`src/rtl/hcse_pkg.sv`:
```
// shared types, constants and commutation lookup for the hall speed estimator
package hcse_pkg;

  localparam int unsigned HALL_W   = 3;
  localparam int unsigned MODE_W   = 2;
  localparam int unsigned COEF_W   = 17;
  localparam int unsigned WEIGHT_W = 11;
  localparam int unsigned COUNT_W  = 16;
  localparam int unsigned RPM_W    = 17;
  localparam int unsigned PAIR_W   = 3;
  localparam int unsigned CFG_IDX_W  = 3;
  localparam int unsigned CFG_DATA_W = 17;
  localparam int unsigned Q_SHIFT  = 10;
  localparam int unsigned PROD_W   = WEIGHT_W + RPM_W;
  localparam int unsigned ACC_W    = PROD_W - Q_SHIFT;
  localparam int unsigned SUM_W    = ACC_W + 1;

  localparam logic [COUNT_W-1:0] COUNT_MAX = {COUNT_W{1'b1}};
  localparam logic [RPM_W-1:0]   RPM_MAX   = {RPM_W{1'b1}};

  // register indexes
  localparam logic [CFG_IDX_W-1:0] CFG_DIRECTION_MODE     = 3'd0;
  localparam logic [CFG_IDX_W-1:0] CFG_SPEED_COEFFICIENT  = 3'd1;
  localparam logic [CFG_IDX_W-1:0] CFG_FILTER_KEEP_WEIGHT = 3'd2;
  localparam logic [CFG_IDX_W-1:0] CFG_FILTER_NEW_WEIGHT  = 3'd3;
  localparam logic [CFG_IDX_W-1:0] CFG_STALL_TICKS        = 3'd4;

  // direction modes
  localparam logic [MODE_W-1:0] MODE_OFF = 2'd0;
  localparam logic [MODE_W-1:0] MODE_FWD = 2'd1;
  localparam logic [MODE_W-1:0] MODE_REV = 2'd2;

  // hall codes that no rotor position produces
  localparam logic [HALL_W-1:0] HALL_ALL_LOW  = 3'b000;
  localparam logic [HALL_W-1:0] HALL_ALL_HIGH = 3'b111;

  // drive pairs
  localparam logic [PAIR_W-1:0] PAIR_NONE = 3'd0;
  localparam logic [PAIR_W-1:0] PAIR_Q4Q1 = 3'd1;
  localparam logic [PAIR_W-1:0] PAIR_Q1Q6 = 3'd2;
  localparam logic [PAIR_W-1:0] PAIR_Q6Q3 = 3'd3;
  localparam logic [PAIR_W-1:0] PAIR_Q3Q2 = 3'd4;
  localparam logic [PAIR_W-1:0] PAIR_Q2Q5 = 3'd5;
  localparam logic [PAIR_W-1:0] PAIR_Q5Q4 = 3'd6;

  // reset values of the registers
  localparam logic [MODE_W-1:0]   RST_DIRECTION_MODE = MODE_FWD;
  localparam logic [COEF_W-1:0]   RST_SPEED_COEF     = 17'd30000;
  localparam logic [WEIGHT_W-1:0] RST_KEEP_WEIGHT    = 11'd669;
  localparam logic [WEIGHT_W-1:0] RST_NEW_WEIGHT     = 11'd355;
  localparam logic [COUNT_W-1:0]  RST_STALL_TICKS    = 16'd8000;

  // divider steps, one quotient bit each
  localparam int unsigned DIV_STEPS = RPM_W;
  localparam int unsigned DIV_CNT_W = $clog2(DIV_STEPS + 1);

  typedef enum logic [3:0] {
    ST_IDLE,
    ST_EVAL,
    ST_MUL1,
    ST_MUL2,
    ST_DIVS,
    ST_DIV,
    ST_MUL3,
    ST_MUL4,
    ST_DONE
  } hcse_state_e;

  function automatic logic [PAIR_W-1:0] hcse_pick_pair(input logic [MODE_W-1:0] mode,
                                                        input logic [HALL_W-1:0] hall);
    logic [PAIR_W-1:0] fwd;
    logic [PAIR_W-1:0] rev;
    fwd = PAIR_NONE;
    rev = PAIR_NONE;
    case (hall)
      3'd1: begin
        fwd = PAIR_Q3Q2;
        rev = PAIR_Q4Q1;
      end
      3'd2: begin
        fwd = PAIR_Q5Q4;
        rev = PAIR_Q6Q3;
      end
      3'd3: begin
        fwd = PAIR_Q2Q5;
        rev = PAIR_Q1Q6;
      end
      3'd4: begin
        fwd = PAIR_Q1Q6;
        rev = PAIR_Q2Q5;
      end
      3'd5: begin
        fwd = PAIR_Q6Q3;
        rev = PAIR_Q5Q4;
      end
      3'd6: begin
        fwd = PAIR_Q4Q1;
        rev = PAIR_Q3Q2;
      end
      default: begin
        fwd = PAIR_NONE;
        rev = PAIR_NONE;
      end
    endcase
    if (mode == MODE_FWD) begin
      return fwd;
    end else if (mode == MODE_REV) begin
      return rev;
    end
    return PAIR_NONE;
  endfunction

endpackage

```
`src/rtl/hcse_divider.sv`:
```
// bit-serial restoring divider, one quotient bit per cycle
module hcse_divider (
  input  logic                         clk_i,
  input  logic                         rst_ni,
  input  logic                         start_i,
  input  logic [hcse_pkg::RPM_W-1:0]   dividend_i,
  input  logic [hcse_pkg::COUNT_W-1:0] divisor_i,
  output logic                         done_o,
  output logic [hcse_pkg::RPM_W-1:0]   quotient_o
);
  import hcse_pkg::*;

  logic                 run_q, run_d;
  logic                 done_q, done_d;
  logic [DIV_CNT_W-1:0] cnt_q, cnt_d;
  logic [COUNT_W-1:0]   rem_q, rem_d;
  logic [RPM_W-1:0]     quo_q, quo_d;
  logic [COUNT_W-1:0]   div_q, div_d;
  logic [COUNT_W:0]     shifted;
  logic [COUNT_W:0]     diff;
  logic                 fits;

  assign shifted = {rem_q, quo_q[RPM_W-1]};
  assign diff    = shifted - {1'b0, div_q};
  assign fits    = (shifted >= {1'b0, div_q});

  always_comb begin
    run_d  = run_q;
    done_d = 1'b0;
    cnt_d  = cnt_q;
    rem_d  = rem_q;
    quo_d  = quo_q;
    div_d  = div_q;
    if (start_i) begin
      run_d = 1'b1;
      cnt_d = DIV_CNT_W'(DIV_STEPS);
      rem_d = '0;
      quo_d = dividend_i;
      div_d = divisor_i;
    end else if (run_q) begin
      rem_d = fits ? diff[COUNT_W-1:0] : shifted[COUNT_W-1:0];
      quo_d = {quo_q[RPM_W-2:0], fits};
      cnt_d = cnt_q - 1'b1;
      if (cnt_q == DIV_CNT_W'(1)) begin
        run_d  = 1'b0;
        done_d = 1'b1;
      end
    end
  end

  always_ff @(posedge clk_i or negedge rst_ni) begin
    if (!rst_ni) begin
      run_q  <= 1'b0;
      done_q <= 1'b0;
      cnt_q  <= '0;
    end else begin
      run_q  <= run_d;
      done_q <= done_d;
      cnt_q  <= cnt_d;
    end
  end

  always_ff @(posedge clk_i) begin
    rem_q <= rem_d;
    quo_q <= quo_d;
    div_q <= div_d;
  end

  assign done_o     = done_q;
  assign quotient_o = quo_q;

endmodule

```
`src/rtl/hall_commutation_speed_estimator.sv`:
```
// top level: hall commutation, tick filter, serial rpm divide and rpm filter
//
// one input word per pwm tick carries the three hall bits and the run flag and
// yields exactly one output word. a tick with no hall edge, or with run low,
// goes from the eval step straight to the done step, which loads the output
// register. a tick with a hall edge while running takes two passes through
// the shared 11x17 q10 multiplier for the tick-count filter, a bit-serial
// divide of the speed coefficient by the smoothed count (a start step, 17
// quotient steps and a finish step), and two more multiplier passes for the
// rpm filter. the input side stalls while a word is in work; a finished word
// sits in the output register, so the next input word can be accepted while
// the previous result is still stalled, and a word that finishes behind a
// stalled result waits in the last step until the slot frees. configuration
// writes go through a plain write port and are meant to happen while the
// block is idle.
module hall_commutation_speed_estimator (
  input  logic                            clk_i,
  input  logic                            rst_ni,
  // configuration write port
  input  logic                            cfg_we_i,
  input  logic [hcse_pkg::CFG_IDX_W-1:0]  cfg_index_i,
  input  logic [hcse_pkg::CFG_DATA_W-1:0] cfg_wdata_i,
  // input words
  input  logic                            in_valid_i,
  output logic                            in_stall_o,
  input  logic [hcse_pkg::HALL_W-1:0]     hall_bits_i,
  input  logic                            run_enable_i,
  // output words
  output logic                            out_valid_o,
  input  logic                            out_stall_i,
  output logic [hcse_pkg::PAIR_W-1:0]     drive_pair_o,
  output logic                            stop_drive_o,
  output logic                            stall_restart_o,
  output logic [hcse_pkg::RPM_W-1:0]      speed_rpm_o,
  output logic [hcse_pkg::RPM_W-1:0]      speed_rpm_smoothed_o
);
  import hcse_pkg::*;

  // configuration registers
  logic [MODE_W-1:0]   dir_mode_q;
  logic [COEF_W-1:0]   speed_coef_q;
  logic [WEIGHT_W-1:0] keep_w_q;
  logic [WEIGHT_W-1:0] new_w_q;
  logic [COUNT_W-1:0]  stall_ticks_q;

  // sequencer
  hcse_state_e state_q, state_d;

  // latched input word
  logic [HALL_W-1:0] hall_q;
  logic              run_q;

  // estimator state
  logic [HALL_W-1:0]  prev_hall_q;
  logic [COUNT_W-1:0] tick_q;
  logic [COUNT_W-1:0] sc_q;
  logic [RPM_W-1:0]   rpm_q;
  logic [RPM_W-1:0]   rs_q;

  // result of the word in work
  logic [PAIR_W-1:0] pair_q;
  logic              stop_q;
  logic              stall_q;

  // shared multiply-accumulate
  logic [ACC_W-1:0]    acc_q;
  logic [WEIGHT_W-1:0] mul_a;
  logic [RPM_W-1:0]    mul_b;
  logic [PROD_W-1:0]   prod;
  logic [ACC_W-1:0]    prod_q10;
  logic [SUM_W-1:0]    sum;

  // control strobes
  logic in_take;
  logic div_start;
  logic div_done;
  logic out_load;
  logic [RPM_W-1:0]   div_quo;
  logic [COUNT_W-1:0] divisor;

  // combinational decisions for the eval step
  logic              hall_ok;
  logic              hall_edge;
  logic [COUNT_W-1:0] tick_inc;
  logic              stall_hit;
  logic [PAIR_W-1:0]  pair_pick;

  // output register
  logic out_valid_q;

  assign hall_ok   = (hall_q != HALL_ALL_LOW) && (hall_q != HALL_ALL_HIGH);
  assign hall_edge = (hall_q != prev_hall_q);
  assign tick_inc  = (tick_q == COUNT_MAX) ? tick_q : tick_q + 1'b1;
  assign stall_hit = (tick_inc >= stall_ticks_q);
  assign pair_pick = hcse_pick_pair(dir_mode_q, hall_q);

  // a zero smoothed count divides as one
  assign divisor = (sc_q == '0) ? COUNT_W'(1) : sc_q;

  // q10 product, truncated before it joins the accumulator
  assign prod     = mul_a * mul_b;
  assign prod_q10 = prod[PROD_W-1:Q_SHIFT];
  assign sum      = {1'b0, acc_q} + {1'b0, prod_q10};

  // next state
  always_comb begin
    state_d = state_q;
    unique case (state_q)
      ST_IDLE: begin
        if (in_valid_i) begin
          state_d = ST_EVAL;
        end
      end
      ST_EVAL: begin
        state_d = (run_q && hall_edge) ? ST_MUL1 : ST_DONE;
      end
      ST_MUL1: state_d = ST_MUL2;
      ST_MUL2: state_d = ST_DIVS;
      ST_DIVS: state_d = ST_DIV;
      ST_DIV: begin
        if (div_done) begin
          state_d = ST_MUL3;
        end
      end
      ST_MUL3: state_d = ST_MUL4;
      ST_MUL4: state_d = ST_DONE;
      ST_DONE: begin
        if (!out_valid_q || !out_stall_i) begin
          state_d = ST_IDLE;
        end
      end
      default: state_d = ST_IDLE;
    endcase
  end

  // sequencer outputs and multiplier operand select
  always_comb begin
    in_stall_o = (state_q != ST_IDLE);
    in_take    = 1'b0;
    div_start  = 1'b0;
    out_load   = 1'b0;
    mul_a      = '0;
    mul_b      = '0;
    unique case (state_q)
      ST_IDLE: in_take = in_valid_i;
      ST_MUL1: begin
        mul_a = keep_w_q;
        mul_b = RPM_W'(sc_q);
      end
      ST_MUL2: begin
        mul_a = new_w_q;
        mul_b = RPM_W'(tick_q);
      end
      ST_DIVS: div_start = 1'b1;
      ST_MUL3: begin
        mul_a = keep_w_q;
        mul_b = rs_q;
      end
      ST_MUL4: begin
        mul_a = new_w_q;
        mul_b = rpm_q;
      end
      ST_DONE: out_load = !out_valid_q || !out_stall_i;
      default: begin
        in_take = 1'b0;
      end
    endcase
  end

  hcse_divider u_div (
    .clk_i      (clk_i),
    .rst_ni     (rst_ni),
    .start_i    (div_start),
    .dividend_i (speed_coef_q),
    .divisor_i  (divisor),
    .done_o     (div_done),
    .quotient_o (div_quo)
  );

  // control, configuration and estimator state
  always_ff @(posedge clk_i or negedge rst_ni) begin
    if (!rst_ni) begin
      state_q       <= ST_IDLE;
      dir_mode_q    <= RST_DIRECTION_MODE;
      speed_coef_q  <= RST_SPEED_COEF;
      keep_w_q      <= RST_KEEP_WEIGHT;
      new_w_q       <= RST_NEW_WEIGHT;
      stall_ticks_q <= RST_STALL_TICKS;
      prev_hall_q   <= '0;
      tick_q        <= '0;
      sc_q          <= '0;
      rpm_q         <= '0;
      rs_q          <= '0;
      out_valid_q   <= 1'b0;
    end else begin
      state_q <= state_d;

      if (cfg_we_i) begin
        unique case (cfg_index_i)
          CFG_DIRECTION_MODE:     dir_mode_q    <= cfg_wdata_i[MODE_W-1:0];
          CFG_SPEED_COEFFICIENT:  speed_coef_q  <= cfg_wdata_i[COEF_W-1:0];
          CFG_FILTER_KEEP_WEIGHT: keep_w_q      <= cfg_wdata_i[WEIGHT_W-1:0];
          CFG_FILTER_NEW_WEIGHT:  new_w_q       <= cfg_wdata_i[WEIGHT_W-1:0];
          CFG_STALL_TICKS:        stall_ticks_q <= cfg_wdata_i[COUNT_W-1:0];
          default: begin
          end
        endcase
      end

      case (state_q)
        ST_EVAL: begin
          prev_hall_q <= hall_q;
          // no edge while running: count the tick and check for a stall
          if (run_q && !hall_edge) begin
            if (stall_hit) begin
              tick_q <= '0;
              rs_q   <= '0;
              if (!hall_ok) begin
                rpm_q <= '0;
              end
            end else begin
              tick_q <= tick_inc;
            end
          end
        end
        ST_MUL2: begin
          // smoothed tick count, saturated to its width
          sc_q   <= (sum > SUM_W'(COUNT_MAX)) ? COUNT_MAX : sum[COUNT_W-1:0];
          tick_q <= '0;
        end
        ST_DIV: begin
          if (div_done) begin
            rpm_q <= div_quo;
          end
        end
        ST_MUL4: begin
          rs_q <= (sum > SUM_W'(RPM_MAX)) ? RPM_MAX : sum[RPM_W-1:0];
        end
        default: begin
        end
      endcase

      if (out_load) begin
        out_valid_q <= 1'b1;
      end else if (!out_stall_i) begin
        out_valid_q <= 1'b0;
      end
    end
  end

  // payload registers
  always_ff @(posedge clk_i) begin
    if (in_take) begin
      hall_q <= hall_bits_i;
      run_q  <= run_enable_i;
    end

    case (state_q)
      ST_EVAL: begin
        if (run_q && hall_edge) begin
          // invalid hall code on an edge stops the drive
          pair_q  <= hall_ok ? pair_pick : PAIR_NONE;
          stop_q  <= !hall_ok;
          stall_q <= 1'b0;
        end else if (run_q && stall_hit) begin
          // stall restart re-applies the current pair, none for an invalid hall code
          pair_q  <= hall_ok ? pair_pick : PAIR_NONE;
          stop_q  <= 1'b1;
          stall_q <= 1'b1;
        end else begin
          pair_q  <= PAIR_NONE;
          stop_q  <= 1'b0;
          stall_q <= 1'b0;
        end
      end
      ST_MUL1: acc_q <= prod_q10;
      ST_MUL3: acc_q <= prod_q10;
      default: begin
      end
    endcase

    if (out_load) begin
      drive_pair_o         <= pair_q;
      stop_drive_o         <= stop_q;
      stall_restart_o      <= stall_q;
      speed_rpm_o          <= rpm_q;
      speed_rpm_smoothed_o <= rs_q;
    end
  end

  assign out_valid_o = out_valid_q;

`ifndef SYNTH
  // a stall restart always stops the drive and clears the filtered speed
  a_stall_stops: assert property (@(posedge clk_i) disable iff (!rst_ni)
    out_valid_o && stall_restart_o |-> stop_drive_o && (speed_rpm_smoothed_o == '0))
    else $error("stall restart without stop or with nonzero smoothed rpm");

  // a stop on an edge means an invalid hall code, so no pair is driven
  a_edge_stop_no_pair: assert property (@(posedge clk_i) disable iff (!rst_ni)
    out_valid_o && stop_drive_o && !stall_restart_o |-> drive_pair_o == PAIR_NONE)
    else $error("pair driven on an edge stop");

  // the divider only reports back while the sequencer waits for it
  a_div_done_in_div: assert property (@(posedge clk_i) disable iff (!rst_ni)
    div_done |-> state_q == ST_DIV)
    else $error("divider finished outside the divide step");

  // a word is only taken into the output register when the slot is free
  a_no_overwrite: assert property (@(posedge clk_i) disable iff (!rst_ni)
    out_load |-> !out_valid_q || !out_stall_i)
    else $error("output word overwritten while stalled");

  // every accepted input word leads to the eval step
  a_take_eval: assert property (@(posedge clk_i) disable iff (!rst_ni)
    in_valid_i && !in_stall_o |=> state_q == ST_EVAL)
    else $error("accepted word not evaluated");
`endif

endmodule

```
`config.mk`:
```
export PLATFORM = sky130hd
export DESIGN_NAME = hall_commutation_speed_estimator
export DESIGN_NICKNAME = d
export VERILOG_FILES = /design/src/rtl/hcse_pkg.sv /design/src/rtl/hcse_divider.sv /design/src/rtl/hall_commutation_speed_estimator.sv
export SDC_FILE = /design/constraint.sdc
export NUM_CORES = 1
export LEC_CHECK = 0
export BUFFER_PORTS_ARGS = -buffer_cell sky130_fd_sc_hd__buf_2
export CAP_MARGIN = 10
export CORE_ASPECT_RATIO = 1.1
export CORE_MARGIN = 1.5
export CORE_UTILIZATION = 45
export CTS_BUF_LIST = sky130_fd_sc_hd__clkbuf_4 sky130_fd_sc_hd__clkbuf_8
export DETAILED_ROUTE_END_ITERATION = 10
export PLACE_DENSITY = 0.61
export SETUP_SLACK_MARGIN = 0.3
export SYNTH_ARGS = -nofsm -noshare
export SYNTH_HDL_FRONTEND = slang
export SYNTH_SLANG_ARGS = --single-unit
```
`constraint.sdc`:
```
create_clock -name clk_i -period 19.2 [get_ports clk_i]
set_clock_uncertainty 0.15 [all_clocks]
set_input_delay 0.96 -clock clk_i [delete_from_list [all_inputs] [get_ports clk_i]]
set_output_delay 0.96 -clock clk_i [all_outputs]
set_load 0.02 [all_outputs]
```
### Word-level counts from Yosys, hierarchy flattened

Index checks and enable logic that the tools add are counted.

| word-level totals | value |
|---|---|
| bits in registers | 253 |
| input bits | 29 |
| word-level logic and storage cells | 147 |

| operators by class | value |
|---|---|
| add/subtract/negate cells | 4 |
| multipliers | 1 |
| magnitude comparators | 4 |
| equality and inequality tests | 31 |
| muxes and demuxes | 49 |
| reduce and logical (&&, ||, !) cells | 29 |

Operator list:

| cell | count |
|---|---|
| 17-bit two-way mux | 9 |
| 16-bit two-way mux | 5 |
| 17-bit one-hot mux with 2 select lines | 2 |
| 17-bit one-hot mux with 4 select lines | 1 |
| 3-bit one-hot mux with 6 select lines | 2 |
| 4-bit one-hot mux with 9 select lines | 1 |
| 16-bit one-hot mux with 2 select lines | 1 |
| 11-bit by 17-bit multiplier with 28-bit output | 1 |
| 11-bit one-hot mux with 2 select lines | 1 |
| 18-bit by 18-bit adder with 19-bit output | 1 |
| 19-bit by 16-bit > comparator with 1-bit output (second input constant) | 1 |
| 19-bit by 17-bit > comparator with 1-bit output (second input constant) | 1 |
| 3-bit two-way mux | 6 |
| 17-bit by 16-bit >= comparator with 1-bit output | 1 |
| 16-bit by 1-bit adder with 16-bit output (second input constant) | 1 |
| 16-bit equality test (second input constant) | 1 |
| 4-bit by 3-bit equality test with 1-bit output (second input constant) | 4 |
| 16-bit >= comparator | 1 |
| 16-bit logical NOT | 1 |
| 4-bit two-way mux | 4 |
| 16-bit subtractor | 1 |
| 1-bit two-way mux | 15 |
| 3-bit by 2-bit equality test with 1-bit output (second input constant) | 4 |
| 3-bit equality test (second input constant) | 4 |
| 25 further kinds | 49 |

### Logic depth before layout (Yosys ltp)

| logic depth | value |
|---|---|
| depth after elaboration | 8 |
| depth in mapped cells | 36 |
| mapped depth without buffers | 33 |

### Modules after synthesis

Synthesis repeated with hierarchy kept, for this count alone.

| unflattened totals | value |
|---|---|
| cell total of the unflattened synthesis | 1766 |
| area, all modules | 18089.8 um^2 |

Modules (own cells, without submodules):

| module | times used | cells an instance | area an instance (um^2) |
|---|---|---|---|
| hall_commutation_speed_estimator | 1 | 1451 | 14756.7 |
| hcse_divider | 1 | 315 | 3333.2 |

### Worst setup path before layout

No wires, ideal clock.

| path | value |
|---|---|
| path type | reg-to-reg |
| start | reg state_q[0] |
| end | reg sc_q[10] |
| library setup time | 0.126 ns |
| arrival time | 8.284 ns |
| setup slack | 10.640 ns |
| stages on the path, launching flop included | 34 |
| path buffers | 3 |
| cells stage by stage | dfrtp_1 buf_4 nand2b_1 nor3_1 clkbuf_1 a22oi_1 nand2_1 nand2_1 fa_1 inv_1 fa_1 fa_1 fa_1 inv_1 fa_1 inv_1 ha_1 a21oi_1 o21ai_0 a21oi_1 or3b_1 a31oi_1 o21bai_1 a21oi_1 xnor2_1 ha_1 a21o_1 nand2_1 o21ai_0 o211a_1 or3_1 a211oi_2 buf_2 a21oi_1 |

| on the way | value |
|---|---|
| word-level cells in the longest chain between the ends | 7 |
| elaborated cells on any way between the ends | 12 |
| those cells by class | 1 x add/sub; 1 x mul; 1 x order compare; 4 x eq/ne; 3 x mux; 2 x reduce/logical |

Ends and longest elaborated chain:

| element | line | source |
|---|---|---|
| start, declared | hall_commutation_speed_estimator.sv:47 | `hcse_state_e state_q, state_d;` |
| start signal, assigned | hall_commutation_speed_estimator.sv:196 | `state_q <= state_d;` |
| 4-bit by 3-bit equality test with 1-bit output / 4-bit by 2-bit equality test with 1-bit output (equally long branches) | hall_commutation_speed_estimator.sv:144 | `unique case (state_q)` |
| 2-bit OR reduction (no source line) | - |  |
| 11-bit one-hot mux with 2 select lines | hall_commutation_speed_estimator.sv:144 |  |
| 11-bit by 17-bit multiplier with 28-bit output * | hall_commutation_speed_estimator.sv:101 | `assign prod = mul_a * mul_b;` |
| named net prod[19] | hall_commutation_speed_estimator.sv:69 | `logic [PROD_W-1:0] prod;` |
| 18-bit by 18-bit adder with 19-bit output * | hall_commutation_speed_estimator.sv:103 | `assign sum = {1'b0, acc_q} + {1'b0, prod_q10};` |
| 19-bit by 16-bit > comparator with 1-bit output | hall_commutation_speed_estimator.sv:228 | `sc_q <= (sum > SUM_W'(COUNT_MAX)) ? COUNT_MAX : sum[COUNT_W-1:0];` |
| 16-bit two-way mux * | hall_commutation_speed_estimator.sv:228 |  |
| end signal, assigned | hall_commutation_speed_estimator.sv:228 |  |
| end, declared | hall_commutation_speed_estimator.sv:56 | `logic [COUNT_W-1:0] sc_q;` |

Mark *: on every way through the listed nets, which the timed path passes. The rest lies on a longest branch.
A chain may end at the register's enable or synchronous reset.

### Worst setup path in the final report

| path | value |
|---|---|
| start | reg state_q[0] |
| end | reg sc_q[2] |

| on the way | value |
|---|---|
| word-level cells in the longest chain between the ends | 7 |
| elaborated cells on any way between the ends | 12 |
| those cells by class | 1 x add/sub; 1 x mul; 1 x order compare; 4 x eq/ne; 3 x mux; 2 x reduce/logical |

Ends and longest elaborated chain:

| element | line |
|---|---|
| 4-bit by 3-bit equality test with 1-bit output / 4-bit by 2-bit equality test with 1-bit output (equally long branches) | hall_commutation_speed_estimator.sv:144 |
| 2-bit OR reduction (no source line) | - |
| 11-bit one-hot mux with 2 select lines | hall_commutation_speed_estimator.sv:144 |
| 11-bit by 17-bit multiplier with 28-bit output * | hall_commutation_speed_estimator.sv:101 |
| named net prod[17] | hall_commutation_speed_estimator.sv:69 |
| 18-bit by 18-bit adder with 19-bit output * | hall_commutation_speed_estimator.sv:103 |
| 19-bit by 16-bit > comparator with 1-bit output * | hall_commutation_speed_estimator.sv:228 |
| 16-bit two-way mux * | hall_commutation_speed_estimator.sv:228 |

Marks and branches as above.

==> run metrics <==
status=finished, violations left; failing checks=DRC; top post-synthesis cells by area=edfxtp_1, dfrtp_1, fa_1; post-synthesis sequential area ratio=0.377; Reg power frac=0.366; post-synth top area share=0.165; Net Sw Power=~1.1 mW; Synth area leader=edfxtp_1; Yosys reg bits=253; All-Layer GR Usage=0.247; crit end category=flop; Worst IR Drop VDD=65.5 µV; post-synth net total=between 2000 and 2500; maximum clock insertion buffer count=3; routed via count=13600; routability congestion estimate=around 0.95; Total Wirelength=roughly 49 mm; grt ovf=0; Final TNS setup=0 ps; syn_area_per_cell=about 9.9 µm²; Total Die Area=around 41000 µm²; Reg2Reg Depth=28; r2r endpoint=sc_q[2]; CTS Hold Bufs=0; First DRT Iteration DRCs=between 1000 and 1500; endpoints failing hold=0; Slew headroom=0.245; Mapped Area=roughly 18000 µm²; Die H=213 µm; num rows=between 70 and 80; clock-pin slew on the worst setup and hold paths=~60 ps; combinational share of power=0.428; TritonCTS buffer count=44; Post-CTS Resized=0; clock sinks=around 250; Synth Flop Type=dfrtp_1; Overall Power=2.55 mW; Filler cells=around 3600; Port Buf Inserts=just under 70; nets=about 2100; root buffer cell=clkbuf_8; critical path arrival=around 11000 ps; Finish-stage setup viols=0; P&R area growth vs syn=10.0%; Via density=5.65; most frequent cells after synthesis=nand2_1, inv_1, fa_1; EDFF count, synth=between 90 and 100; H-tree lvl count=2; reg-to-reg startpoint=state_q[0]; placeable core area=39300 µm²; fmax=around 96 MHz; R2R setup slack=around 8800 ps; Final period util=0.543; hold crit path type=in2async; Crit path required time=19480 ps; P_leak=9.03 nW; Pins Over Slew Limit=0; diode count=0; Layout Utilization=0.504; clock power share=0.207; largest net degree at the start of global routing=81; Final HPWL DP=roughly 38 mm; first-pass iteration count of the detailed router=9; Crit Path Class=reg2reg; CP max stage cell=a211oi_2; worst-skew pair later-pin latency=slightly above 600 ps; Avg WL per Cell=between 20 and 25 µm; share of layout cells above drive strength 1=0.139; most frequent cell after synthesis=nand2_1; initial antenna violation count=0; Final ANT Viol Nets=0; vias in the first global route=13800; Worst setup SP type=flop; width of the chip=roughly 190 µm; first-pass GRT wire length=78.0 mm; Initial Utilization=0.458; crit path max fanout=49; most frequent cell on the critical path=fa_1; Post-synth ARST share=0.545; sw frac=0.426; num ports=70; PD cells=roughly 130 nW/µm²; Worst-Margin Slew=around 1100 ps; max-cap violations=0; Max stage delay on crit path=between 900 and 1000 ps; worst hold margin=244 ps; fin crit period=between 10000 and 15000 ps; Cells after Synth=about 1800; Post-CTS Setup Repair Bufs=0; Ys Warns=0; TritonCTS clock tree=done; RSZ-0062 raised after global routing=no; P_int=~1.5 mW; synth unique cells=72; DRC violation count after routing=6
[critical path, delay by kind of cell, from the launching register on]
kind,cells,cell delay [ps]
buf+inv,4,570
flops,1,920
xor+xnor,1,180
fa+ha+maj,7,3330
simple gates,6,1770
compound gates,10,3300
[power groups by stage]
stage          Clock (mW)  Sequential, mW  Combinational, mW
6_report            0.528           0.935               1.09
2_1_floorplan           0           0.871              0.788
4_1_cts             0.542           0.930               1.09
3_5_place_dp            0           0.938               1.08
5_1_grt             0.563           0.951               1.21
3_3_place_gp            0           0.935               1.06
[layout by cell type (no fill, tap or decap), types with 8 or more instances in the layout]
master    instances
a21o_1           16
a21oi_1         117
a22o_1           21
a22oi_1          31
a31oi_1          25
and2_1           23
and3_1           12
buf_2            68
buf_4            16
clkbuf_4         16
clkbuf_8         55
dfrtp_1         113
dfstp_2          25
dfxtp_1          16
edfxtp_1         99
fa_1            135
ha_1            117
inv_1           207
mux2_2           54
mux2i_1          21
nand2_1         246
nand2b_1         18
nand3_1          30
nand4_1          10
nor2_1          127
nor2b_1          15
nor3_1           20
nor4_1           11
o21a_1            8
o21ai_0          71
xnor2_1          34
xor2_1           24
[worst max-delay path by stage]
| stage | start | to | slack, ps |
|---|---|---|---|
| floorplan | state_q[0] | sc_q[10] | 10640 |
| global placement | state_q[0] | sc_q[0] | 9320 |
| detailed placement | state_q[0] | sc_q[1] | 8880 |
| CTS | state_q[0] | sc_q[1] | 8860 |
| global route | state_q[0] | sc_q[10] | 7930 |
| finish | state_q[0] | sc_q[2] | 8770 |
[sequential cells by signal, summed over array words and instances (netlist names), 11 cells and up]
signal	flops
acc_q	18
keep_w_q	11
new_w_q	11
rpm_q	17
rs_q	17
sc_q	16
speed_coef_q	17
speed_rpm_o	17
speed_rpm_smoothed_o	17
stall_ticks_q	16
tick_q	16
u_div.div_q	16
u_div.quotient_o	17
u_div.rem_q	16
[per-stage QoR]
stage	worst slack [ps]	area, µm²	std cells
6_report	8770	19800	2407
5_1_grt	7930	19800	2407
4_1_cts	8860	19800	2407
3_5_place_dp	8880	18800	2325
3_3_place_gp	9320	18800	2325
2_1_floorplan	10640	18000	1813
[layer usage]
metal  GRT usage  up-vias  part of all wire
li1            -     6254                 -
met1       0.335     6810              0.44
met2       0.398      429              0.46
met3      0.0395      103             0.063
met4       0.104        0             0.040
met5           0        -                 0
[logic make-up (layout without fill, tap and decap cells)]
group                      after synthesis  after routing  synth area share
AOI/OAI and AO/OA                      347            347             0.121
xor gates and xnor gates                58             58            0.0282
adders and majority gates              252            252             0.232
buffers and inverters                  288            375            0.0606
DFF                                    253            253             0.377
muxes                                   79             79            0.0488
and+or+nand+nor                        536            536             0.133
[cell type report]
type	instances	area [µm²]	area share
Sequential cell	253	6780	0.343
Multi-Input combinational cell	1272	10200	0.513
Clock inverter	11	85.1	0.00430
Clock buffer	71	877	0.0443
Tap cell	507	634	0.0321
Inverter	208	781	0.0395
Timing Repair Buffer	85	472	0.0238
(Power assumes the default switching activity.)
